File: config.mk
export PLATFORM = sky130hd
export DESIGN_NAME = srbd_front
export DESIGN_NICKNAME = d
export VERILOG_FILES = /design/src/rtl/srbd_pkg.sv /design/src/rtl/srbd_front.sv
export SDC_FILE = /design/constraint.sdc
export NUM_CORES = 1
export LEC_CHECK = 0
export BUFFER_PORTS_ARGS = -buffer_cell sky130_fd_sc_hd__buf_2
export CAP_MARGIN = 20
export CORE_ASPECT_RATIO = 0.5
export CORE_MARGIN = 3
export CORE_UTILIZATION = 51
export DETAILED_ROUTE_END_ITERATION = 16
export GPL_TIMING_DRIVEN = 0
export PLACE_DENSITY = 0.94
export SLEW_MARGIN = 20
export SYNTH_ARGS = -nofsm -noshare
export SYNTH_HDL_FRONTEND = slang
export SYNTH_SLANG_ARGS = --single-unit
File: constraint.sdc
create_clock -name clk_i -period 4.81 [get_ports clk_i]
set_input_delay 0.2405 -clock clk_i [delete_from_list [all_inputs] [get_ports clk_i]]
set_output_delay 0.2405 -clock clk_i [all_outputs]
set_load 0.005 [all_outputs]
File: src/rtl/srbd_pkg.sv
`timescale 1ns / 1ps
// ----------------------------------------------------------------------------
// srbd_pkg: shared types and constants of the subtitle RLE bitmap decoder
// Request kinds, command word between front and back, color coefficients.
// ----------------------------------------------------------------------------
package srbd_pkg;

  localparam int unsigned PALETTE_DEPTH_DEF = 256;
  localparam int unsigned QUEUE_DEPTH_DEF   = 4;

  localparam int unsigned DIM_W  = 12;
  localparam int unsigned RUN_W  = 14;
  localparam int unsigned IN_TDATA_W  = 48;
  localparam int unsigned OUT_TDATA_W = 72;

  // input request kinds (s_axis tuser)
  localparam logic [1:0] KIND_START   = 2'd0;
  localparam logic [1:0] KIND_PALETTE = 2'd1;
  localparam logic [1:0] KIND_RLE     = 2'd2;

  // configuration register indexes
  localparam logic CFG_OBJECT_WIDTH  = 1'b0;
  localparam logic CFG_OBJECT_HEIGHT = 1'b1;

  // flags byte fields
  localparam int unsigned FLAG_EXT_BIT   = 6;
  localparam int unsigned FLAG_COLOR_BIT = 7;

  // heights above this use BT.709
  localparam logic [DIM_W-1:0] HD_HEIGHT_LIMIT = 12'd576;

  // Q1.14 coefficients
  localparam logic [14:0] HD_R_CR = 15'd25801;
  localparam logic [14:0] HD_G_CB = 15'd3069;
  localparam logic [14:0] HD_G_CR = 15'd7669;
  localparam logic [14:0] HD_B_CB = 15'd30402;
  localparam logic [14:0] SD_R_CR = 15'd22970;
  localparam logic [14:0] SD_G_CB = 15'd5638;
  localparam logic [14:0] SD_G_CR = 15'd11700;
  localparam logic [14:0] SD_B_CB = 15'd29032;

  typedef enum logic [1:0] {
    CMD_START,
    CMD_PALETTE,
    CMD_RUN
  } cmd_kind_e;

  typedef struct packed {
    cmd_kind_e        kind;
    logic [DIM_W-1:0] row;
    logic [RUN_W-1:0] run;
    logic [7:0]       index;   // color of a run, or palette slot
    logic [7:0]       luma;
    logic [7:0]       cr;
    logic [7:0]       cb;
    logic [7:0]       alpha;
  } cmd_t;

  // floor by 2^14, clamp to 0..255
  function automatic logic [7:0] clamp_channel(input logic signed [25:0] acc);
    logic [7:0] res;
    if (acc[25]) begin
      res = 8'd0;
    end else if (|acc[24:22]) begin
      res = 8'hFF;
    end else begin
      res = acc[21:14];
    end
    return res;
  endfunction

endpackage

File: src/rtl/srbd_front.sv
`timescale 1ns / 1ps
// ----------------------------------------------------------------------------
// srbd_front: request intake and RLE code parser
// Tracks the code phase and the current row, and emits one command per
// start, palette write or completed code into the queue.
// ----------------------------------------------------------------------------
module srbd_front (
  input  logic                       clk_i,
  input  logic                       rst_ni,
  input  logic                       in_valid_i,
  output logic                       in_ready_o,
  input  logic [1:0]                 kind_i,
  input  logic [7:0]                 data_byte_i,
  input  logic [7:0]                 entry_index_i,
  input  logic [7:0]                 luma_i,
  input  logic [7:0]                 chroma_red_i,
  input  logic [7:0]                 chroma_blue_i,
  input  logic [7:0]                 opacity_i,
  input  logic [srbd_pkg::DIM_W-1:0] obj_height_i,
  input  logic                       full_i,
  output logic                       push_o,
  output srbd_pkg::cmd_t             cmd_o
);
  import srbd_pkg::*;

  localparam logic [1:0] PH_CODE  = 2'd0;
  localparam logic [1:0] PH_FLAGS = 2'd1;
  localparam logic [1:0] PH_EXT   = 2'd2;
  localparam logic [1:0] PH_COLOR = 2'd3;

  logic [1:0]       phase_q, phase_d;
  logic             color_next_q, color_next_d;
  logic [RUN_W-1:0] run_q, run_d;
  logic [DIM_W-1:0] row_q, row_d;

  logic             accept;
  logic             fin;
  logic [RUN_W-1:0] fin_run;
  logic [7:0]       fin_color;

  assign in_ready_o = !full_i;
  assign accept     = in_valid_i && !full_i;

  always_comb begin
    phase_d      = phase_q;
    color_next_d = color_next_q;
    run_d        = run_q;
    row_d        = row_q;
    fin          = 1'b0;
    fin_run      = run_q;
    fin_color    = data_byte_i;
    push_o       = 1'b0;
    cmd_o.kind   = CMD_RUN;
    cmd_o.row    = row_q;
    cmd_o.run    = run_q;
    cmd_o.index  = data_byte_i;
    cmd_o.luma   = luma_i;
    cmd_o.cr     = chroma_red_i;
    cmd_o.cb     = chroma_blue_i;
    cmd_o.alpha  = opacity_i;

    if (accept) begin
      case (kind_i)
        KIND_START: begin
          push_o       = 1'b1;
          cmd_o.kind   = CMD_START;
          phase_d      = PH_CODE;
          color_next_d = 1'b0;
          run_d        = '0;
          row_d        = '0;
        end
        KIND_PALETTE: begin
          push_o      = 1'b1;
          cmd_o.kind  = CMD_PALETTE;
          cmd_o.index = entry_index_i;
        end
        KIND_RLE: begin
          // bytes past the last row are dropped, parser held
          if (row_q < obj_height_i) begin
            case (phase_q)
              PH_CODE: begin
                if (data_byte_i != 8'd0) begin
                  fin       = 1'b1;
                  fin_run   = RUN_W'(1);
                  fin_color = data_byte_i;
                end else begin
                  phase_d = PH_FLAGS;
                end
              end
              PH_FLAGS: begin
                run_d        = {8'd0, data_byte_i[5:0]};
                color_next_d = data_byte_i[FLAG_COLOR_BIT];
                if (data_byte_i[FLAG_EXT_BIT]) begin
                  phase_d = PH_EXT;
                end else if (data_byte_i[FLAG_COLOR_BIT]) begin
                  phase_d = PH_COLOR;
                end else begin
                  fin       = 1'b1;
                  fin_run   = {8'd0, data_byte_i[5:0]};
                  fin_color = 8'd0;
                end
              end
              PH_EXT: begin
                run_d = {run_q[5:0], data_byte_i};
                if (color_next_q) begin
                  phase_d = PH_COLOR;
                end else begin
                  fin       = 1'b1;
                  fin_run   = {run_q[5:0], data_byte_i};
                  fin_color = 8'd0;
                end
              end
              PH_COLOR: begin
                fin       = 1'b1;
                fin_run   = run_q;
                fin_color = data_byte_i;
              end
              default: begin
                phase_d = PH_CODE;
              end
            endcase
          end
        end
        default: ;
      endcase
    end

    if (fin) begin
      push_o       = 1'b1;
      cmd_o.kind   = CMD_RUN;
      cmd_o.run    = fin_run;
      cmd_o.index  = fin_color;
      phase_d      = PH_CODE;
      color_next_d = 1'b0;
      run_d        = '0;
      // zero run is a line end
      if (fin_run == '0) begin
        row_d = row_q + DIM_W'(1);
      end
    end
  end

  always_ff @(posedge clk_i or negedge rst_ni) begin
    if (!rst_ni) begin
      phase_q      <= PH_CODE;
      color_next_q <= 1'b0;
      run_q        <= '0;
      row_q        <= '0;
    end else begin
      phase_q      <= phase_d;
      color_next_q <= color_next_d;
      run_q        <= run_d;
      row_q        <= row_d;
    end
  end

endmodule

### Yosys cells after proc, flatten, opt, wreduce, memory -nomap -nowiden

Cells that the tools add are included.

* bits in registers: 29
* input port bits: 66
* output and inout bits: 70
* logic and storage cells: 86

* add/subtract/negate cells: 1
* order comparisons: 1
* equality and inequality tests: 12
* muxes and demuxes: 55
* reductions and logical operators: 13

Operator list (count)
* $mux 14: 10
* $mux 8: 8
* $pmux 14 s2: 2
* $pmux 14 s4: 1
* $mux 12: 4
* $pmux 8 s3: 1
* $mux 22: 1
* $mux 2: 9
* $logic_not 14->1: 1
* $mux 1: 14
* $add 12x1->12 const B: 1
* $lt 12x12->1: 1
* $ne 4x4->1 const B: 2
* $pmux 2 s2: 2
* $reduce_and 4->1: 2
* $reduce_bool 8->1: 1
* $reduce_and 7->1: 1
* $eq 2x2->1 const B: 3
* $pmux 2 s3: 1
* $ne 5x3->1 const B: 1
* $ne 5x5->1 const B: 1
* $eq 2x1->1 const B: 2
* $logic_not 2->1: 2
* $ne 4x3->1 const B: 1
* other kinds (9): 10

### Depth between registers and ports, before layout

* word-level depth: 9
* gate-level depth with buffers: 12
* depth with buffers taken out: 9

### Worst setup path after synthesis

Ideal clock, no wire load.

* path type: register to output
* from: register row_q[9]
* to: output cmd_o[32] (netlist bit)
* arrival: 2440 ps
* data required time: 4569 ps
* setup slack: 2130 ps
* stages on the path, launching flop included: 9
* path buffers: 0
* cell sequence: dfrtp_1 ha_1 a21o_1 a21o_1 a2111oi_4 o21ai_2 nor2_1 mux2i_1 a22o_1

RTL lines
* from (decl): RTL line srbd_front.sv:34 `logic [DIM_W-1:0] row_q, row_d;`
* from (signal assigned): RTL line srbd_front.sv:153 `row_q <= row_d;`
* to (decl): RTL line srbd_front.sv:22 `output srbd_pkg::cmd_t cmd_o`

==> impl_metrics.py <==
metrics = {
    "drt": {
        "drc": 0,
        "post_drt_wl_per_cell_um": 15.1,
        "firstDrtPassIters": 5,
        "ant_nets": 0,
        "drtIter0Drc": 272,
        "drt-total-wl_mm": 7.99,
        "num_vias": 3086,
        "via_per_inst": 5.82,
    },
    "die": {
        "core.rowCount": 18,
        "start_util": 0.554,
        "die_w_um": 112,
        "die_h_um": 59.0,
        "die_area_sq_mm": 0.00662,
        "pin_count": 136,
        "coreArea_sq_mm": 0.00518,
    },
    "synth": {
        "async_flop_share": 1.00,
        "synth_edf_count": 0,
        "syn_inst": 349,
        "ys_warn_count": 0,
        "synthFlopType": "dfrtp_1",
        "synth_top_area_frac": 0.253,
        "synthesis.nets": 432,
        "seq_area_frac_synth": 0.253,
        "ys_types": 54,
        "synth_area_leaders": "dfrtp_1 25%, buf_4 8.9%, ha_1 7.4%",
        "yosysTopAreaCell": "dfrtp_1",
        "synth.avg_cell_area_sq_um": 8.22,
        "synth-seq-cells": 29,
        "syn_area_sq_mm": 0.00287,
    },
    "pwr": {
        "internal-power_w": 0.000595,
        "combPwrFrac": 0.368,
        "power_frac_clock": 0.326,
        "p_seq_frac": 0.306,
        "p_sw_w": 0.000337,
        "peakVddDrop_uv": 160,
        "switching_share": 0.362,
        "power.leakage_nw": 2.09,
        "power_density_mw_per_mm2": 258,
    },
    "setup_path": {
        "crit_path_end_kind": "output port",
        "required_ns": 4.57,
        "crit_slowest_cell": "mux2i_1",
        "crit_chain": "ha_1 -> a21o_1 -> a21o_1 -> a2111oi_4 -> o21ai_2 -> nor2_1 -> mux2i_1 -> a22o_1 -> buf_2",
        "critPathKind": "reg2out",
        "crit_path_start_kind": "flip-flop",
        "critical-path-top-delay-family": "compound AO/OA/AOI/OAI gates",
        "path_buf_inv": 1,
        "path_common_cell": "a21o_1",
        "worst-path-max-fanout": 9,
        "slowest_delay_ns": 0.51,
        "critical_path_arrival_ns": 3.17,
    },
    "timing": {
        "slew_violations": 0,
        "fin_setup_tns_ns": 0,
        "fin_crit_sh": 0.709,
        "clock.fmax_mhz": 293,
        "holdWs_ns": -0.00571,
        "setup_violations": 0,
        "slew_headroom": 0.466,
        "finalCriticalPeriod_ns": 3.41,
        "finalHoldViolations": 4,
        "tightest_slew_ns": 0.793,
        "rsz0062_at_grt": "no",
        "skew_ns": 0.00739,
    },
    "clock_network": {
        "clockRootBuffer": "clkbuf_16",
        "h-tree-depth": 2,
        "clkLatencyLatePin_ns": 0.28,
        "cts_made_buffers": 5,
        "postCtsSetupBuffers": 0,
        "tritoncts": "done",
        "cts_resized": 0,
        "clk_pin_slew_ns": 0.05,
        "clk_path_buf_depth": 2,
        "cts_sinks": 29,
        "hold_buffers": 0,
    },
    "global_routing": {
        "track_usage": 0.239,
        "grt_antenna_before_repair": 0,
        "first_global_vias": 2903,
        "grt_first_pass_wirelength_mm": 12.9,
        "grt_overflow": 0,
        "grt_max_degree": 30,
    },
    "placed_design": {
        "gp_congestion": 0.961,
        "dpl.hpwl_mm": 6.22,
        "portBuffers": 103,
    },
    "layout": {
        "nNetsFinal": 542,
        "multiInputGateArea_sq_mm": 0.00169,
        "mostFrequentLayoutCell": "buf_2",
        "area.sequential_sq_um": 726,
        "mostFrequentLayoutCells": "108 x buf_2, 34 x buf_4, 32 x inv_1, 32 x nand2_1, 29 x dfrtp_1",
        "num-fill-cells": 435,
        "drive_above_1_share": 0.361,
        "syn_to_final_growth_pct": 26.0,
        "diodes": 0,
    },
    "flow_run": {
        "maxCapViolations": 0,
    },
    "outcome": {
        "outcome": "complete, but fails checks",
        "violations": "hold timing",
    },
    "hold_path": {
        "hold_class": "in2async",
    },
}
## cell type report
| type | instances | share of cell area |
|---|---|---|
| multi-input cells | 239 | 0.468 |
| flip-flops and latches | 29 | 0.201 |
| repair buffers | 103 | 0.143 |
| plain buffers | 48 | 0.0910 |
| clock buffers | 5 | 0.0346 |
| inverters | 33 | 0.0343 |
| well taps | 70 | 0.0242 |
| clock inverters | 3 | 0.00485 |
## metrics by stage
step	area [sq um]	setup slack, ns	utilization	cells	total power [W]
final	3610	1.40	0.698	530	0.000932
after global routing	3610	1.21	0.698	530	0.000983
after CTS	3610	1.42	0.698	530	0.000927
after detailed placement	3470	1.71	0.670	522	0.000626
after global placement	3470	1.77	0.670	522	0.000621
after floorplan	2870	2.13	-	349	0.000510
## power by group through the flow
stage	Sequential [W]	Combinational, W	Clock (W)
2_1_floorplan	0.000283	0.000228	0
3_3_place_gp	0.000288	0.000333	0
3_5_place_dp	0.000289	0.000337	0
4_1_cts	0.000285	0.000338	0.000304
5_1_grt	0.000289	0.000378	0.000316
6_report	0.000285	0.000343	0.000303
## state kept, by name, summed over array words and instances, names as in the netlist
register / count
run_q: 14
row_q: 12
phase_q: 2
color_next_q: 1
## cells by family (layout without fill, tap and decap cells)
logic type                 Yosys count  in the layout  synth area share
muxes                               11             11            0.0410
xor gates and xnor gates             1              1           0.00305
AOI/OAI and AO/OA                  107            107             0.285
DFF                                 29             29             0.253
adders and majority gates           17             17            0.0741
buffers and inverters               81            192             0.158
and+or+nand+nor                    103            103             0.186
## cells in the mapped netlist, types with 3 or more instances
master and number:
buf_4 34, inv_1 32, nand2_1 32, dfrtp_1 29
o21ai_0 18, ha_1 17, nor2_1 17, a22o_1 13
nor2b_1 12, a21o_1 11, nand4_1 10, mux2i_1 8
o22ai_1 8, clkbuf_1 7, o211a_1 7, a32oi_1 6
a21oi_1 5, buf_2 5, nand3_1 5, nor3_1 5
a211oi_1 4, and2_1 4, and3_1 4, nor4_1 4
o211ai_1 4, o21ai_1 4, a21bo_1 3, a31oi_1 3
a32o_1 3
## metal layers
layer | up-vias | GRT usage | part of all wire
met4 | 0 | 0.0736 | 0.016
li1 | 1454 | - | -
met3 | 17 | 0.0571 | 0.12
met5 | - | 0 | 0
met1 | 1420 | 0.296 | 0.40
met2 | 195 | 0.422 | 0.46
## final timing paths
check / endpoint / startpoint / slack, ns / cells after the start
worst max-delay path: cmd_o[33] / row_q[9]$_DFF_PN0_ / 1.40 / 9
worst min-delay path: row_q[10]$_DFF_PN0_ / rst_ni / -0.006 / 1
worst max register to register: run_q[5]$_DFFE_PN0P_ / row_q[2]$_DFF_PN0_ / 1.87 / 10
worst min register to register: run_q[6]$_DFFE_PN0P_ / run_q[6]$_DFFE_PN0P_ / 0.55 / 2
max in group asynchronous: run_q[12]$_DFFE_PN0P_ / rst_ni / 4.36 / 1
min in group clk_i: run_q[2]$_DFFE_PN0P_ / data_byte_i[2] / 0.24 / 3
Note: power is estimated with default switching activity, not from simulation.
