**config.mk**
```make
export PLATFORM = sky130hd
export DESIGN_NAME = srbd_queue
export DESIGN_NICKNAME = d
export VERILOG_FILES = /design/src/rtl/srbd_pkg.sv /design/src/rtl/srbd_queue.sv
export SDC_FILE = /design/constraint.sdc
export NUM_CORES = 1
export LEC_CHECK = 0
export BUFFER_PORTS_ARGS = -buffer_cell sky130_fd_sc_hd__buf_4
export CORE_MARGIN = 5
export CORE_UTILIZATION = 50
export DETAILED_ROUTE_END_ITERATION = 6
export PLACE_DENSITY = 0.71
export SYNTH_ARGS = -nofsm -noshare
export SYNTH_HDL_FRONTEND = slang
export SYNTH_SLANG_ARGS = --single-unit
```
**constraint.sdc**
```tcl
create_clock -name clk_i -period 4.1 [get_ports clk_i]
set_input_delay 0.615 -clock clk_i [delete_from_list [all_inputs] [get_ports clk_i]]
set_output_delay 0.615 -clock clk_i [all_outputs]
set_load 0.02 [all_outputs]
```
**src/rtl/srbd_pkg.sv**
```systemverilog
`timescale 1ns / 1ps
// ----------------------------------------------------------------------------
// srbd_pkg: shared types and constants of the subtitle RLE bitmap decoder
// Request kinds, command word between front and back, color coefficients.
// ----------------------------------------------------------------------------
package srbd_pkg;

  localparam int unsigned PALETTE_DEPTH_DEF = 256;
  localparam int unsigned QUEUE_DEPTH_DEF   = 4;

  localparam int unsigned DIM_W  = 12;
  localparam int unsigned RUN_W  = 14;
  localparam int unsigned IN_TDATA_W  = 48;
  localparam int unsigned OUT_TDATA_W = 72;

  // input request kinds (s_axis tuser)
  localparam logic [1:0] KIND_START   = 2'd0;
  localparam logic [1:0] KIND_PALETTE = 2'd1;
  localparam logic [1:0] KIND_RLE     = 2'd2;

  // configuration register indexes
  localparam logic CFG_OBJECT_WIDTH  = 1'b0;
  localparam logic CFG_OBJECT_HEIGHT = 1'b1;

  // flags byte fields
  localparam int unsigned FLAG_EXT_BIT   = 6;
  localparam int unsigned FLAG_COLOR_BIT = 7;

  // heights above this use BT.709
  localparam logic [DIM_W-1:0] HD_HEIGHT_LIMIT = 12'd576;

  // Q1.14 coefficients
  localparam logic [14:0] HD_R_CR = 15'd25801;
  localparam logic [14:0] HD_G_CB = 15'd3069;
  localparam logic [14:0] HD_G_CR = 15'd7669;
  localparam logic [14:0] HD_B_CB = 15'd30402;
  localparam logic [14:0] SD_R_CR = 15'd22970;
  localparam logic [14:0] SD_G_CB = 15'd5638;
  localparam logic [14:0] SD_G_CR = 15'd11700;
  localparam logic [14:0] SD_B_CB = 15'd29032;

  typedef enum logic [1:0] {
    CMD_START,
    CMD_PALETTE,
    CMD_RUN
  } cmd_kind_e;

  typedef struct packed {
    cmd_kind_e        kind;
    logic [DIM_W-1:0] row;
    logic [RUN_W-1:0] run;
    logic [7:0]       index;   // color of a run, or palette slot
    logic [7:0]       luma;
    logic [7:0]       cr;
    logic [7:0]       cb;
    logic [7:0]       alpha;
  } cmd_t;

  // floor by 2^14, clamp to 0..255
  function automatic logic [7:0] clamp_channel(input logic signed [25:0] acc);
    logic [7:0] res;
    if (acc[25]) begin
      res = 8'd0;
    end else if (|acc[24:22]) begin
      res = 8'hFF;
    end else begin
      res = acc[21:14];
    end
    return res;
  endfunction

endpackage

```
**src/rtl/srbd_queue.sv**
```systemverilog
`timescale 1ns / 1ps
// ----------------------------------------------------------------------------
// srbd_queue: command queue between front and back
// Small register FIFO; head is read combinationally.
// ----------------------------------------------------------------------------
module srbd_queue #(
  parameter int unsigned DEPTH = srbd_pkg::QUEUE_DEPTH_DEF
) (
  input  logic           clk_i,
  input  logic           rst_ni,
  input  logic           push_i,
  input  srbd_pkg::cmd_t push_data_i,
  output logic           full_o,
  output logic           valid_o,
  input  logic           pop_i,
  output srbd_pkg::cmd_t head_o
);
  import srbd_pkg::*;

  localparam int unsigned PTR_W = (DEPTH > 1) ? $clog2(DEPTH) : 1;
  localparam int unsigned CNT_W = $clog2(DEPTH + 1);
  localparam logic [PTR_W-1:0] LAST = PTR_W'(DEPTH - 1);
  localparam logic [CNT_W-1:0] FULL = CNT_W'(DEPTH);

  cmd_t             mem_q [DEPTH];
  logic [PTR_W-1:0] wr_q, wr_d;
  logic [PTR_W-1:0] rd_q, rd_d;
  logic [CNT_W-1:0] cnt_q, cnt_d;
  logic             do_push, do_pop;

  assign full_o  = (cnt_q == FULL);
  assign valid_o = (cnt_q != '0);
  assign head_o  = mem_q[rd_q];
  assign do_push = push_i && !full_o;
  assign do_pop  = pop_i && valid_o;

  always_comb begin
    wr_d  = wr_q;
    rd_d  = rd_q;
    cnt_d = cnt_q;
    if (do_push) begin
      wr_d = (wr_q == LAST) ? '0 : wr_q + PTR_W'(1);
    end
    if (do_pop) begin
      rd_d = (rd_q == LAST) ? '0 : rd_q + PTR_W'(1);
    end
    if (do_push && !do_pop) begin
      cnt_d = cnt_q + CNT_W'(1);
    end else if (do_pop && !do_push) begin
      cnt_d = cnt_q - CNT_W'(1);
    end
  end

  always_ff @(posedge clk_i) begin
    if (do_push) begin
      mem_q[wr_q] <= push_data_i;
    end
  end

  always_ff @(posedge clk_i or negedge rst_ni) begin
    if (!rst_ni) begin
      wr_q  <= '0;
      rd_q  <= '0;
      cnt_q <= '0;
    end else begin
      wr_q  <= wr_d;
      rd_q  <= rd_d;
      cnt_q <= cnt_d;
    end
  end

endmodule

```
======== After elaboration in Yosys (flattened, before gate mapping) ========
Memory sizes are Yosys's and may differ from the RTL's.
Index checks and enable logic that the tools add are counted.
word-level totals
  register bits after elaboration ......... 7
  output and inout port bits .............. 70
  input port bits ......................... 72
  memory bits (writable) .................. 272
  logic and storage cells ................. 26
  memories kept ........................... 1
memories
  name   words  width  rd ports  clocked after Yosys merged registers in  wr ports  line              text
  mem_q  4      68     1         0                                        1         srbd_queue.sv:25  cmd_t mem_q [DEPTH];
operators by class
  mux-type cells .......................... 6
  reductions and logical operators ........ 9
  add/sub/neg operators ................... 4
  eq/ne operators ......................... 3
operator list
  cell                 count
  $mux 3               2
  $add 2x1->2 const B  2
  $eq 2x2->1 const B   2
  $logic_and 1x1->1    4
  $mux 2               2
  $add 3x1->3 const B  1
  $eq 3x3->1 const B   1
  $logic_not 1->1      3
  $reduce_bool 3->1    1
  $sub 3x1->3 const B  1
  $mux 1               2
  $reduce_bool 2->1    1

======== Logic depth before layout (Yosys ltp) ========
Gate-level depths: netlist of run 1.
  word-level depth ........................ 7
  depth in mapped cells ................... 9
  mapped depth without buffers ............ 8

======== Worst setup path before layout of run 1 ========
OpenSTA, ideal clock, no wires.
  kind .................................... input-to-reg
  start point ............................. input push_i
  end point ............................... memory mem_q[0][0] (netlist bit), enable pin
  path slack .............................. 1172 ps
  data required time ...................... 3667 ps
  path buffers ............................ 1
  arrival time ............................ 2494 ps
  stages .................................. 3
  cell sequence ........................... nor2b_1 buf_6 and2_1
between the ends
  word-level cells in the longest chain between the ends .. 3
RTL lines
  item                          line              text
  start: declaration            srbd_queue.sv:11  input logic push_i,
  $logic_and 1x1->1             srbd_queue.sv:34  assign do_push = push_i && !full_o;
  named net do_push             srbd_queue.sv:29  logic do_push, do_pop;
  $mux 1                        srbd_queue.sv:55  if (do_push) begin
  $mux 1 (not written as such)  srbd_queue.sv:56  mem_q[wr_q] <= push_data_i;
  end: declaration              srbd_queue.sv:25
The timed path passes the listed nets, and every way through them passes these cells.

==> results of run 1 <==
==> registers in the layout (all words and copies together) (netlist names) <==
signal / count
cnt_q: 3
mem_q: 272
rd_q: 2
wr_q: 2
==> layout make-up <==
cell class	count	area, um^2	share of cell area
Clock buffer	34	744	0.0595
Clock inverter	16	181	0.0145
Inverter	3	11.3	0.000900
Multi-Input combinational cell	94	1800	0.144
Sequential cell	279	8350	0.668
Tap cell	270	338	0.0270
Timing Repair Buffer	144	1080	0.0866
==> worst register-to-register path, stage by stage (launching register included) <==
cell and delay, ns:
dfrtp_1 0.40, nor3b_2 0.18, nor2b_1 0.49, and2_4 0.96
==> metal layers <==
layer / global-route usage / up-vias / share of wire
li1: - / 1992 / -
met1: 0.210 / 2377 / 0.41
met2: 0.256 / 159 / 0.50
met3: 0.0371 / 24 / 0.078
met4: 0.0374 / 0 / 0.015
met5: 0 / - / 0
==> where the power goes <==
group	internal, mW	total, mW	switching, mW
Combinational	1.42	3.01	1.59
Clock	1.54	2.53	0.994
Sequential	3.78	4.07	0.284
==> timing repair <==
item | in CTS | in global routing
hold endpoints to repair | 7 | 0
buffers inserted | 0 | 0
hold buffers | 1 | 0
==> metrics by stage <==
| stage | hold WS [ns] | area [um^2] | worst slack, ns |
|---|---|---|---|
| after detailed placement | 0.439 | 11600 | 1.48 |
| after floorplan | 0.319 | 10400 | 1.17 |
| after CTS | 0.269 | 12500 | 1.02 |
| after global routing | 0.264 | 12500 | 0.920 |
| after global placement | 0.432 | 11600 | 1.55 |
| final | 0.293 | 12500 | 1.12 |
==> how the worst max path moves through the flow <==
stage	from	endpoint	slack (ns)	cells after the start
6_report	rd_q[0]	head_o[58]	1.12	3
3_5_place_dp	push_i	mem_q[1][8]	1.48	3
2_1_floorplan	push_i	mem_q[0][0]	1.17	3
5_1_grt	rd_q[0]	head_o[46]	0.92	3
4_1_cts	rd_q[0]	head_o[27]	1.02	3
3_3_place_gp	push_i	mem_q[3][8]	1.55	3
==> cell usage in the layout (no fill, tap or decap) <==
cell	instances
clkbuf_16	29
and2_4	4
dfrtp_4	2
inv_1	3
ha_1	6
clkinv_2	6
clkinvlp_4	1
dlygate4sd3_1	1
fa_1	1
mux2_2	3
nand2_2	1
bufinv_16	4
dfrtp_1	5
mux2_4	2
clkbuf_1	5
nor2b_1	1
clkinv_1	4
nor3b_2	1
edfxtp_1	272
clkinv_4	1
xor2_1	2
buf_4	143
or3_4	1
mux4_2	68
xnor2_1	1
nor2_1	3
==> cell families after synthesis <==
logic type                 count (synthesis)
buffers and inverters                     20
adders and majority gates                  7
xor gates and xnor gates                   3
DFF                                      279
muxes                                     73
and+or+nand+nor                           11
==> impl_results.md, run 1 <==
- Setup repair after global routing missed its margin: no
- Post-synthesis sequential area ratio: 0.806
- Overflow left after global routing: 0
- Max Clock Skew: 0.00676 ns
- Fraction of synthesized cell area in xor and xnor cells: 0.00254
- Biggest area consumer among synthesized cells: edfxtp_1
- Kind of critical path: flip-flop to output port
- Total die area: between 20,000 and 25,000 um^2
- Endpoint arrival time on the critical path: about 2.4 ns
- Final routed DRC violation total: 0
- Sinks on Clock Net: 279
- Fillers: between 1,000 and 1,500
- Number of detailed-routing iterations run before antenna repair: 5
- Remaining max-slew budget at the tightest pin: 0.293
- Max-cap violation count: 0
- Critical-path maximum fanout: 40
- Die outline height: 154 um
- Total design power: between 9 and 10 mW
- Largest net degree at the start of global routing: 71
- Cell with the biggest individual delay on the critical path: mux4_2
- Worst Path Buf+Inv: 2
- Number of synthesized register bits: roughly 280
- Post-Place Cells: 789
- Drt via density: between 5 and 6
- Number of H-tree levels: 1
- Overall routed net length: approximately 18,000 um
- Cell count after synthesis: between 300 and 400
- Highest Clock Rate: around 340 MHz
- Top cell by count, worst path: buf_4
- Final standard cell utilization of the core: 0.616
- Top post-synthesis cells by count: edfxtp_1 (272), mux4_2 (68), buf_12 (7), dfrtp_1 (7)
- Clock latency on the worst-skew pair: 0.52 ns
- Number of cell instances on the worst register-to-register path: 3
- Register-to-register setup slack: between 1.5 and 2 ns
- Clock buffer count from CTS: 28
- Count of vias placed by the detailed router: 4,552
- First-pass GRT wire length: between 20,000 and 30,000 um
- Startpoint class of the critical path: flip-flop
- Total routing usage reported by global routing: 0.154
- Routability cong.: 0.692
- Average wire length per cell after detail routing: about 21 um
- Portion of netlist area occupied by mux cells: 0.154
- Post-Synthesis Cell Area: 10,400 um^2
- Initial cell density of the core: 0.510
- Number of resized instances in the post-cts repair step: 0
- IO buf count: 141
- X dimension of the die: about 150 um
- Run status: finished, final reports clean
- Data required time at the worst endpoint: 3.48 ns
- Share of the clock period used by the worst path: 0.727
- Netlist cell types: 20
- Final net count: ~630
- Path class of the lowest-slack min-delay path: input port to flip-flop
- Most common cell in the netlist: edfxtp_1
- Cell types occupying the most area after synthesis: edfxtp_1 (79%), mux4_2 (15%), dfrtp_1 (1.7%), buf_12 (1.4%), ha_1 (0.73%)
- Final Max Tran Viols: 0
- Clock transition at the registers of the reported paths: about 0.060 ns
- Cell family with the largest share of critical-path delay: buffers and inverters
- Floorplan Core Area: slightly above 20,000 um^2
- Avg Inst Size Synth: between 20 and 30 um^2
- Count of standard-cell rows: 52
- Async S/R FF share, synth: 0.0251
- Number of primary I/O pins: roughly 140
- Number of antenna violations at the first check in global routing: 0
- Total count of hold-check failures in the final report: 0
- Largest family of logic cells by synthesized area: multiplexers
- Number of instances on the worst hold path: 1
- Endpoint of the worst register-to-register path: mem_q[0][50]
- Transition at the pin with the smallest max-transition slack: between 1 and 1.5 ns
- Final critical delay including setup and external delays: 2.98 ns
- Via count of the first global-routing pass: just over 5,000
- Yosys warnings: 0
- Sink of the worst hold path: mem_q[0][65]
- Clk root buf: clkbuf_16
- Number of cells in the finished layout apart from fillers: 840
- Worst-path cell chain: buf_4 > mux4_2 > buf_4
- Clock tree from TritonCTS: done
- Post-route antenna net violation count: 0
- Top_reg_cell synth: edfxtp_1
- Sort of element at the end of the critical path: output port
- Layout cells sized above 1: 0.467
- Slowest Stage Delay on Critical Path: approximately 0.63 ns
- Detailed-placement wirelength estimate: roughly 10,000 um
- Syn_nets: 472
- Largest vdd supply drop: ~0.48 mV
- R2R Path Start: cnt_q[2]
- Power Density: roughly 770 nW/um^2
- ANT cells: 0
- Share of Yosys cell area claimed by the top area cell type: 0.789
- Area share of and/or/nand/nor cells after synthesis: 0.00701
- Adder-cell share of the synthesized area: 0.00919
- 1st-iter DRT viols: 220
- EDFF count, synth: roughly 270
- Area added between synthesis and finish: 20.8%
- Leakage Power: 4.28 nW
- Complex-gate fraction of the synthesized area: 0
- Final count of negative-setup-slack endpoints: 0
- Hold path start: push_data_i[65]
- Sum Neg Setup Slack: 0 ns
- CTS Buffer Depth: 3
Note: power is estimated with default switching activity, not from simulation.
==> inputs of run 2 (changes only) <==
==> constraint.sdc (replaced) <==
create_clock -name clk_i -period 2.9 [get_ports clk_i]
set_input_delay 0.435 -clock clk_i [delete_from_list [all_inputs] [get_ports clk_i]]
set_output_delay 0.435 -clock clk_i [all_outputs]
set_load 0.02 [all_outputs]
==> run 2 against run 1 <==
Effect of this change: total power increased by 41%; clock skew up 0.014 ns; die area stayed put; critical path depth did not move; clock-buffer cell count decreased by 1; critical path type unchanged; largest cell class unchanged.
==> impl_results.md, run 2 (synthesis gave the netlist of run 1 again) <==
- Clk root buf: clkbuf_16
- Sum Neg Setup Slack: 0 ns (unchanged)
- Max Clock Skew: 0.0203 ns (+0.0135 ns)
- Area added between synthesis and finish: 22.1%
- Number of detailed-routing iterations run before antenna repair: 4 (-1)
- Remaining max-slew budget at the tightest pin: 0.522 (+0.229)
- Final net count: 641 (+1.9%)
- Floorplan Core Area: 20,300 um^2 (unchanged)
- ANT cells: 0 (unchanged)
- Largest net degree at the start of global routing: 46 (-35%)
- Largest reg by FF count: mem_q
- 1st-iter DRT viols: 203 (-7.7%)
- Post-route antenna net violation count: 0 (unchanged)
- Setup repair after global routing missed its margin: no
- Number of antenna violations at the first check in global routing: 0 (unchanged)
- Dpl ws: 0.539 ns (-0.939 ns)
- Sort of element at the end of the critical path: output port
- Transition at the pin with the smallest max-transition slack: 0.717 ns (-0.343 ns)
- Total count of hold-check failures in the final report: 0 (unchanged)
- Number of cell instances on the worst register-to-register path: 8 (+5)
- Number of instances on the worst hold path: 1 (unchanged)
- Register-to-register setup slack: 0.51 ns (-1.13 ns)
- Largest vdd supply drop: 0.809 mV (+68%)
- Detailed-placement wirelength estimate: 11,400 um (+13%)
- Highest-count cells in the layout ignoring fill and taps: edfxtp_1 (272), buf_4 (144), mux4_2 (68)
- Registers with the highest flip-flop counts: mem_q (272), cnt_q (3)
- Final Max Tran Viols: 0 (unchanged)
- Most common cell after layout, fill and taps aside: edfxtp_1
- Overflow left after global routing: 0 (unchanged)
- Clock transition at the registers of the reported paths: 0.06 ns (about the same)
- First element of the critical path: rd_q[1]
- Total area of multi-input combinational cells: 1800 um^2 (unchanged)
- Initial cell density of the core: 0.510 (unchanged)
- Clock buffer count from CTS: 29 (+3.6%)
- Number of H-tree levels: 1 (unchanged)
- Cell family with the largest share of critical-path delay: flip-flops
- Cell with the biggest individual delay on the critical path: dfrtp_4
- Fillers: 1,415 (-0.56%)
- Slowest Stage Delay on Critical Path: 0.90 ns (+0.27 ns)
- Setup ws final: 0.204 ns (-0.917 ns)
- Clock tree from TritonCTS: done
- Critical-path maximum fanout: 45 (+13%)
- Max-cap violation count: 0 (unchanged)
- Overall routed net length: 18,500 um (+2.4%)
- Post-Layout Inst Area: 12,600 um^2 (+1.1%)
- Average wire length per cell after detail routing: 21.8 um (+1.2%)
- Highest Clock Rate: 371 MHz
- Data required time at the worst endpoint: 2.47 ns (-1.01 ns)
- Worst-path cell chain: buf_12 > mux4_2 > buf_4
- Endpoint arrival time on the critical path: 2.26 ns (-0.10 ns)
- Cell Area, Placed: 11,800 um^2 (+1.6%)
- First-pass GRT wire length: 28,700 um (-0.22%)
- Endpoint of the worst register-to-register path: cnt_q[2]
- Drt via density: 5.44 (+0.32%)
- Number of flip-flops in the largest register: 272 (unchanged)
- Total routing usage reported by global routing: 0.155 (+0.000715)
- Final critical delay including setup and external delays: approximately 2.7 ns
- Path class of the lowest-slack min-delay path: input port to flip-flop
- R2R Path Start: cnt_q[2]
- Via count of the first global-routing pass: 5,055 (-2.4%)
- IO buf count: 141 (unchanged)
- Layout cells sized above 1: 0.471 (+0.00402)
- Clock latency on the worst-skew pair: 0.54 ns (+0.02 ns)
- CTS Buffer Depth: 3 (unchanged)
- Worst Path Buf+Inv: 2 (unchanged)
- Kind of critical path: flip-flop to output port
- Leakage Power: 4.34 nW (+1.4%)
- Die outline height: 154 um (unchanged)
- Flip-flop and latch area: 8350 um^2 (unchanged)
- Run status: finished, final reports clean
- Count of standard-cell rows: 52 (unchanged)
- Sink of the worst hold path: mem_q[3][48]
- Share of the clock period used by the worst path: 0.930
- Count of vias placed by the detailed router: 4,621 (+1.5%)
- Power Density: 1070 nW/um^2 (+39%)
- Startpoint class of the critical path: flip-flop
- Final-layout worst hold slack: 0.0951 ns (-0.198 ns)
- Routability cong.: 0.712 (+2.8%)
- Hold path start: push_data_i[48]
- Final routed DRC violation total: 0 (unchanged)
- Number of primary I/O pins: 142 (unchanged)
- Total die area: 23,700 um^2 (unchanged)
- Sinks on Clock Net: 279 (unchanged)
- Total design power: 13.5 mW (+41%)
- X dimension of the die: 154 um (unchanged)
- Final count of negative-setup-slack endpoints: 0 (unchanged)
==> run 2: cell count changes in the layout (fill, tap and decap cells not counted) <==
cell | before | now
clkinv_1 | 4 | 8
inv_6 | 0 | 1
buf_4 | 143 | 144
clkinvlp_4 | 1 | 0
buf_16 | 0 | 1
clkinv_2 | 6 | 5
bufinv_16 | 4 | 1
clkbuf_1 | 5 | 4
buf_12 | 0 | 9
==> run 2: through the flow <==
step	std cells	utilization
floorplan	393	-
global placement	799	0.579
detailed placement	799	0.579
CTS	849	0.621
global route	850	0.623
finish	850	0.623
==> run 2: layout make-up <==
class | count | area share
Multi-Input combinational cell | 94 | 0.142
Clock inverter | 16 | 0.00812
Clock buffer | 33 | 0.0586
Sequential cell | 279 | 0.661
Timing Repair Buffer | 155 | 0.103
Tap cell | 270 | 0.0267
Inverter | 3 | 0.000891
==> run 2: what timing repair did <==
action,4_1_cts,5_1_grt
setup endpoints to repair,0,33
setup buffers,0,1
endpoints found under the hold margin,7,0
hold buffers,1,0
gates resized for setup,0,0
==> run 2: where the power goes <==
part / switching (mW) / leakage [nW] / internal, mW
registers: 0.409 / 2.57 / 5.33
clock network: 1.38 / 0.417 / 1.90
logic: 2.31 / 1.36 / 2.20
total: 4.10 / 4.34 / 9.42
==> run 2: worst max path at each step <==
stage	to	slack [ns]	cells past startpoint
6_report	head_o[33]	0.20	3
3_3_place_gp	head_o[29]	0.61	3
3_5_place_dp	cnt_q[2]	0.54	8
5_1_grt	head_o[55]	0.11	3
2_1_floorplan	mem_q[1][0]	0.005	4
4_1_cts	head_o[55]	0.008	3
==> run 2: routing by layer <==
layer / wire, um / GRT usage
met1: 7660 / 0.211
met2: 9320 / 0.257
met3: 1130 / 0.0379
met4: 378 / 0.0378
met5: 0 / 0
